==> config.mk <==
export PLATFORM = sky130hd
export DESIGN_NAME = lpnsc_parser_flat
export DESIGN_NICKNAME = d
export VERILOG_FILES = /design/src/rtl/lpnsc_pkg.sv /design/src/rtl/lpnsc_stream_if.sv /design/src/rtl/lpnsc_parser.sv /design/src/flat_wrapper.sv
export SDC_FILE = /design/constraint.sdc
export NUM_CORES = 1
export LEC_CHECK = 0
export BUFFER_PORTS_ARGS = -buffer_cell sky130_fd_sc_hd__buf_2
export CORE_MARGIN = 8
export CORE_UTILIZATION = 60
export CTS_CLUSTER_DIAMETER = 100
export DETAILED_ROUTE_END_ITERATION = 10
export PLACE_DENSITY_LB_ADDON = 0.3
export SETUP_SLACK_MARGIN = 0.05
export SYNTH_ARGS = -nofsm -noshare
export SYNTH_HDL_FRONTEND = slang
export SYNTH_SLANG_ARGS = --single-unit
==> constraint.sdc <==
create_clock -name clk -period 10.6 [get_ports clk]
set_clock_uncertainty 0.15 [all_clocks]
set_input_delay 2.12 -clock clk [delete_from_list [all_inputs] [get_ports clk]]
set_output_delay 2.12 -clock clk [all_outputs]
set_load 0.005 [all_outputs]
==> src/rtl/lpnsc_pkg.sv <==
`default_nettype none

package lpnsc_pkg;

    localparam logic [2:0] LEN_SIZE_RESET = 3'd4;
    localparam logic [2:0] LEN_SIZE_MIN   = 3'd1;
    localparam logic [2:0] LEN_SIZE_MAX   = 3'd4;

    localparam int unsigned START_CODE_LEN = 4;
    localparam logic [7:0]  SC_ZERO        = 8'h00;
    localparam logic [7:0]  SC_ONE         = 8'h01;

    typedef struct packed {
        logic [7:0] in_byte;
        logic       last_of_tag;
    } in_item_t;

    typedef struct packed {
        logic [7:0] out_byte;
        logic       byte_valid;
        logic       end_of_tag;
        logic       tag_error;
    } out_item_t;

    typedef logic [2:0] cfg_word_t;

    // parser -> emitter
    typedef struct packed {
        logic      load;
        logic      start_code;
        out_item_t item;
    } burst_t;

endpackage

`default_nettype wire

==> src/rtl/lpnsc_stream_if.sv <==
`default_nettype none

interface lpnsc_stream_if #(
    parameter type payload_t = logic
) ();
    logic     valid;
    logic     ready;
    payload_t data;

    modport source (output valid, output data, input ready);
    modport sink   (input valid, input data, output ready);
endinterface

`default_nettype wire

==> src/rtl/lpnsc_parser.sv <==
`default_nettype none

module lpnsc_parser (
    input  wire logic            clk,
    input  wire logic            rst_n,
    lpnsc_stream_if.sink         avcc,
    input  wire logic [2:0]      length_size,
    input  wire logic            emit_free,
    output lpnsc_pkg::burst_t    burst
);
    import lpnsc_pkg::*;

    typedef enum logic [1:0] {
        PH_PREFIX = 2'd0,
        PH_NAL    = 2'd1,
        PH_DROP   = 2'd2
    } phase_t;

    logic      item_vld_reg, item_vld_next;
    in_item_t  item_reg, item_next;
    phase_t    phase_reg, phase_next;
    logic [2:0]  cnt_reg, cnt_next;
    logic [31:0] rem_reg, rem_next;

    logic        consume;
    phase_t      eff_phase;
    logic [2:0]  cnt_inc;
    logic [31:0] rem_sh;
    logic [31:0] rem_dec;
    burst_t      res;

    assign consume    = item_vld_reg && emit_free;
    assign avcc.ready = !item_vld_reg || consume;

    assign cnt_inc = cnt_reg + 3'd1;
    assign rem_sh  = {rem_reg[23:0], item_reg.in_byte};
    assign rem_dec = rem_reg - 32'd1;

    always_comb
    begin
        eff_phase = phase_reg;
        if (phase_reg == PH_PREFIX && cnt_reg == 3'd0 &&
            (length_size < LEN_SIZE_MIN || length_size > LEN_SIZE_MAX))
        begin
            eff_phase = PH_DROP;
        end

        phase_next = eff_phase;
        cnt_next   = cnt_reg;
        rem_next   = rem_reg;
        res        = '0;

        unique case (eff_phase)
            PH_PREFIX:
            begin
                rem_next = rem_sh;
                if (cnt_inc >= length_size)
                begin
                    cnt_next = 3'd0;
                    if (rem_sh == 32'd0)
                    begin
                        if (item_reg.last_of_tag)
                        begin
                            res.load            = 1'b1;
                            res.item.end_of_tag = 1'b1;
                        end
                    end
                    else if (item_reg.last_of_tag)
                    begin
                        res.load            = 1'b1;
                        res.item.end_of_tag = 1'b1;
                        res.item.tag_error  = 1'b1;
                    end
                    else
                    begin
                        res.load       = 1'b1;
                        res.start_code = 1'b1;
                        phase_next     = PH_NAL;
                    end
                end
                else
                begin
                    cnt_next = cnt_inc;
                    if (item_reg.last_of_tag)
                    begin
                        res.load            = 1'b1;
                        res.item.end_of_tag = 1'b1;
                        res.item.tag_error  = 1'b1;
                    end
                end
            end
            PH_NAL:
            begin
                rem_next            = rem_dec;
                res.load            = 1'b1;
                res.item.out_byte   = item_reg.in_byte;
                res.item.byte_valid = 1'b1;
                res.item.end_of_tag = item_reg.last_of_tag;
                res.item.tag_error  = item_reg.last_of_tag && (rem_dec != 32'd0);
                if (rem_dec == 32'd0)
                begin
                    phase_next = PH_PREFIX;
                end
            end
            default:
            begin
                // dropping until end of tag
                if (item_reg.last_of_tag)
                begin
                    res.load            = 1'b1;
                    res.item.end_of_tag = 1'b1;
                    res.item.tag_error  = 1'b1;
                end
            end
        endcase

        if (item_reg.last_of_tag)
        begin
            phase_next = PH_PREFIX;
            cnt_next   = 3'd0;
            rem_next   = 32'd0;
        end

        res.load = res.load && consume;
    end

    assign burst = res;

    always_comb
    begin
        item_vld_next = item_vld_reg;
        item_next     = item_reg;
        if (avcc.ready)
        begin
            item_vld_next = avcc.valid;
            item_next     = avcc.data;
        end
    end

    always_ff @(posedge clk or negedge rst_n)
    begin
        if (!rst_n)
        begin
            item_vld_reg <= 1'b0;
            phase_reg    <= PH_PREFIX;
            cnt_reg      <= 3'd0;
            rem_reg      <= 32'd0;
        end
        else
        begin
            item_vld_reg <= item_vld_next;
            if (consume)
            begin
                phase_reg <= phase_next;
                cnt_reg   <= cnt_next;
                rem_reg   <= rem_next;
            end
        end
    end

    always_ff @(posedge clk)
    begin
        item_reg <= item_next;
    end

endmodule

`default_nettype wire

==> src/flat_wrapper.sv <==
// flat-port wrapper written by rule: the top's interface ports become plain ports
module lpnsc_parser_flat import lpnsc_pkg::*;
  (clk, rst_n, length_size, emit_free, burst, avcc_valid, avcc_data, avcc_ready);
  lpnsc_stream_if avcc_i ();
  input  wire logic clk;
  input  wire logic rst_n;
  input  wire logic [2:0] length_size;
  input  wire logic emit_free;
  output lpnsc_pkg::burst_t burst;
  input wire logic [$bits(avcc_i.valid)-1:0] avcc_valid;
  input wire logic [$bits(avcc_i.data)-1:0] avcc_data;
  output wire logic [$bits(avcc_i.ready)-1:0] avcc_ready;
  assign avcc_i.valid = avcc_valid;
  assign avcc_i.data = avcc_data;
  assign avcc_ready = avcc_i.ready;
  lpnsc_parser u_core (.clk(clk), .rst_n(rst_n), .avcc(avcc_i), .length_size(length_size), .emit_free(emit_free), .burst(burst));
endmodule
**Word-level counts from Yosys, hierarchy flattened**

Index checks and enable logic that the tools add are counted.

- Divide/modulo/power cells: 0
- $lt $le $gt $ge: 3
- Multiplexer cells: 25
- Bitwise gates (word level): 0
- Shift operators: 0
- Equal/unequal tests: 1
- $mul: 0
- Add/subtract/negate cells: 2
- Reduce and logical (&&, ||, !) cells: 18

Operators with widths:

| kind | number |
|---|---|
| 32-bit zero test | 2 |
| 32-bit case mux with 2 select lines | 1 |
| 32-bit two-way mux | 1 |
| 32-bit nonzero test | 1 |
| 32-bit by 1-bit subtractor with 32-bit output (second input constant) | 1 |
| 2-bit two-way mux | 7 |
| 1-bit two-way mux | 10 |
| 3-bit two-way mux | 3 |
| 2-bit case mux with 2 select lines | 2 |
| 1-bit logical AND | 5 |
| 2-bit zero test | 2 |
| 2-bit AND reduction | 2 |
| 3-bit by 1-bit adder with 3-bit output (second input constant) | 1 |
| 3-bit >= comparator | 1 |
| 3-bit greater-than comparator (second input constant) | 1 |
| 3-bit zero test | 1 |
| 3-bit by 1-bit less-than comparator with 1-bit output (second input constant) | 1 |
| 3-bit nonzero test | 1 |
| 2-bit by 1-bit equality test with 1-bit output (second input constant) | 1 |
| 1-bit logical OR | 2 |
| 1-bit case mux with 2 select lines | 1 |
| 2-bit nonzero test | 1 |
| 1-bit zero test | 1 |

- RAM bits: 0
- ROM bits: 0
- Memories kept: 0
- Bits in latches: 0
- Output and inout port bits: 14
- Register bits after elaboration: 39
- Word-level logic and storage cells: 54

**Depth between registers and ports, before layout**

- Word-level depth: 8
- Depth in mapped cells: 11

**Least setup slack after synthesis**

OpenSTA, ideal clock, no wires.

- Path type: input port to output port
- Start point: input length_size[2]
- End point: output burst[0] in the netlist's numbering
- Arrival time: 3596 ps
- Stages: 5
- Path buffers: 0
- Path slack: 4734 ps
- Data required time: 8330 ps
- Cell sequence: or3_1 -> a2111oi_0 -> nor2_1 -> nand2_1 -> o311a_1

RTL lines:

| what | RTL line | source |
|---|---|---|
| start: declaration | flat_wrapper.sv:7 | `input wire logic [2:0] length_size;` |
| end: declaration | flat_wrapper.sv:9 | `output lpnsc_pkg::burst_t burst;` |

==> out/summary.txt <==
STATUS
---------------------------------------------------------------------------------
Status                                                               finished clean

FLOORPLAN
---------------------------------------------------------------------------------
Std cell rows                                                                  25
Top-level I/O count                                                            22
Height of the die                                                        84.91 um
Total core area                                                      0.004661 mm2
Initial Utilization                                                        61.13%
Area of the die                                                      0.007209 mm2
Overall die width                                                        84.91 um

SYNTH
---------------------------------------------------------------------------------
Compound-Gate Fraction of Synth Area                                       25.16%
Synthesized instance count                                                    365
Main combinational cell family by area after synthesis               simple AND/OR/NAND/NOR gates
Count of state elements after synthesis                                        39
Syn Area/Cell                                                           7.805 um2
Adder-Cell Fraction of Synth Area                                          3.074%
Number of flops mapped to enable cells by yosys                                 1
Post-synth design cell area                                          0.002849 mm2
Sequential element share of the synthesized area                           34.43%
Share of the synthesized netlist area taken by xor and xnor gates          3.382%
Most used DFF post-synth                                             sky130_fd_sc_hd__dfrtp_1
Post-synthesis simple-gate area fraction                                   25.82%
Number of distinct library cells after synthesis                               47
Async S/R FF share, synth                                                  97.44%
Ys Warns                                                                        0
Multiplexer fraction of the synthesized cell area                         0.3513%

GLOBAL ROUTING
---------------------------------------------------------------------------------
Via count of the first global-routing pass                                  2,513
Largest net degree at the start of global routing                              48
Combined global-route utilization of all metal layers                      20.53%
Number of antenna violations at the first check in global routing               0
Remaining global-route overflow                                                 0
First-pass GRT wire length                                               12.18 mm

SETUP PATH
---------------------------------------------------------------------------------
CP most frequent cell                                                sky130_fd_sc_hd__buf_2
Highest cell delay on the worst timing path                               0.85 ns
Worst Path Max Fanout                                                           5
Nature of the critical path startpoint                                 input port
Worst r2r src                                                        u_core.rem_reg[0]
Beginning of the critical path                                       length_size[2]
Data arrival time of the worst path                                       4.02 ns
Data required time at the worst endpoint                                  8.33 ns
List of cells traversed by the critical path                         buf_2 -> or3_1 -> a2111oi_0 -> nor2_1 -> nand2_1 -> o311a_1 -> buf_2
Cell at the slowest stage of the critical path                       sky130_fd_sc_hd__a2111oi_0
Category of the critical setup timing path                              in -> out
Sort of element at the end of the critical path                       output port

FINAL LAYOUT
---------------------------------------------------------------------------------
Diode count                                                                     0
Most common library cell in the layout ignoring fill and taps        sky130_fd_sc_hd__o21ai_0
Commonest cells after routing, fill and taps aside                   sky130_fd_sc_hd__o21ai_0 (58), sky130_fd_sc_hd__nor2_1 (42), sky130_fd_sc_hd__dfrtp_1 (38)
Layout cells sized above 1                                                 8.011%
Post-layout net count                                                         376
Multi-input gate area                                                0.001677 mm2
Fill count                                                                    421
Sequential cell area                                                    980.9 um2
Area growth from synthesis to final layout                                 3.118%
Max FFs per register                                                           32

CTS
---------------------------------------------------------------------------------
Number of gates resized after cts                                               0
Count of buffers added by post-CTS timing repair for setup                      0
Clk_lat worst skew                                                        0.30 ns
Clk sinks                                                                      39
Clock tree root buffer cell                                          sky130_fd_sc_hd__clkbuf_8
Total CTS buffers                                                               5
Maximum number of buffers from clock root to sink                               2
Clock tree from TritonCTS                                                     yes
CTS Hold Bufs                                                                   0
Register clock-pin slew on the reported worst setup and hold paths        0.07 ns
H-tree lvl count                                                                2

WORST HOLD PATH
---------------------------------------------------------------------------------
Type of the most critical hold path                                    reg -> reg
Hold wc startpoint                                                   u_core.cnt_reg[1]

ROUTE
---------------------------------------------------------------------------------
Via/cell ratio                                                              6.538
Count of vias placed by the detailed router                                 2,720
Total wirelength of the detailed-routed design                           7.108 mm
Starting DRT DRC Count                                                        213
Average routed wire per standard cell                                    17.09 um
Post-detailed-route DRC marker count                                            0
1st-pass router iterations                                                      5
Antenna viol nets, final                                                        0

STA
---------------------------------------------------------------------------------
Final setup vio count                                                           0
Number of hold violations in the final report                                   0
Worst Max-Slew Pin Slew                                                 0.9248 ns
Peak clock frequency supported by timing                                158.9 MHz
Final period demand of the worst path                                    6.293 ns
Final number of max-transition violations                                       0
Final worst-path cycle share                                               59.36%
Setup repair after global routing missed its margin                         false
Slew Limit Headroom                                                        36.75%
Final-layout setup total negative slack                                      0 ns

PLACEMENT
---------------------------------------------------------------------------------
Routability congestion estimate from global placement                      0.9407
HPWL reported at the end of detailed placement                           4.867 mm
Quantity of I/O buffers inserted on ports                                      13

RUN
---------------------------------------------------------------------------------
Max Cap Viol                                                                    0

logic make-up after synthesis:
family,Yosys count
flip-flops,39
AO/OA/AOI/OAI,118
multiplexers,1
other,1
XOR/XNOR,11
adder cells (fa/ha/maj),7
buffers and inverters,44
AND/OR/NAND/NOR,144
cells in the mapped netlist (8+ instances only):
master	count	area, um2
sky130_fd_sc_hd__o21ai_0	59	295.3
sky130_fd_sc_hd__nor2_1	42	157.7
sky130_fd_sc_hd__dfrtp_1	38	950.9
sky130_fd_sc_hd__nand2_1	29	108.9
sky130_fd_sc_hd__a21oi_1	22	110.1
sky130_fd_sc_hd__clkbuf_1	20	75.07
sky130_fd_sc_hd__nor3_1	14	70.07
sky130_fd_sc_hd__nor4_1	14	87.58
sky130_fd_sc_hd__inv_1	11	41.29
sky130_fd_sc_hd__or4_1	10	75.07
sky130_fd_sc_hd__a22o_1	9	78.83
sky130_fd_sc_hd__buf_4	8	60.06
layer usage:
layer / vias to the layer above / wire (um) / GRT usage, %
met3: 18 / 468 / 4.826
li1: 1317 / - / -
met5: - / 0 / 0
met1: 1281 / 3196 / 26.25
met2: 104 / 3335 / 32.57
met4: 0 / 107 / 8.091
worst paths after layout:
kind                                  endpoint  slack (ns)  depth (start not counted)
min reg2reg                  u_core.cnt_reg[1]        0.37                          2
min in group asynchronous   u_core.rem_reg[17]        1.77                          1
min                          u_core.cnt_reg[1]        0.37                          2
max reg2reg                u_core.phase_reg[0]        6.92                          9
max in group asynchronous   u_core.rem_reg[21]        8.00                          1
max                                   burst[0]        4.31                          7
critical path, delay by kind of cell:
family / cells / cell delay (ns)
AO/OA/AOI/OAI: 2 / 1.01
AND/OR/NAND/NOR: 3 / 0.68
buffers and inverters: 2 / 0.22
through the flow:
step / worst slack (ns) / hold WS [ns] / instance area, um2 / std cells / util [%]
CTS: 4.316 / 0.3813 / 2938 / 416 / 63.03
global placement: 4.364 / 0.3562 / 2846 / 408 / 61.07
floorplan: 4.734 / 0.3253 / 2875 / 372 / -
detailed placement: 4.324 / 0.3644 / 2846 / 408 / 61.07
global route: 4.096 / 0.4464 / 2938 / 416 / 63.03
finish: 4.307 / 0.3727 / 2938 / 416 / 63.03
cell type report:
| type | instances | share of cell area [%] |
|---|---|---|
| Clock buffer | 7 | 2.939 |
| Tap cell | 54 | 2.300 |
| Clock inverter | 1 | 0.1704 |
| Multi-Input combinational cell | 289 | 57.07 |
| Timing Repair Buffer | 15 | 2.726 |
| Inverter | 11 | 1.405 |
| Sequential cell | 39 | 33.39 |
Power is left out: the tool's default activity adds up to more than one toggle a clock period on the data nets, which glitch-free logic cannot reach.
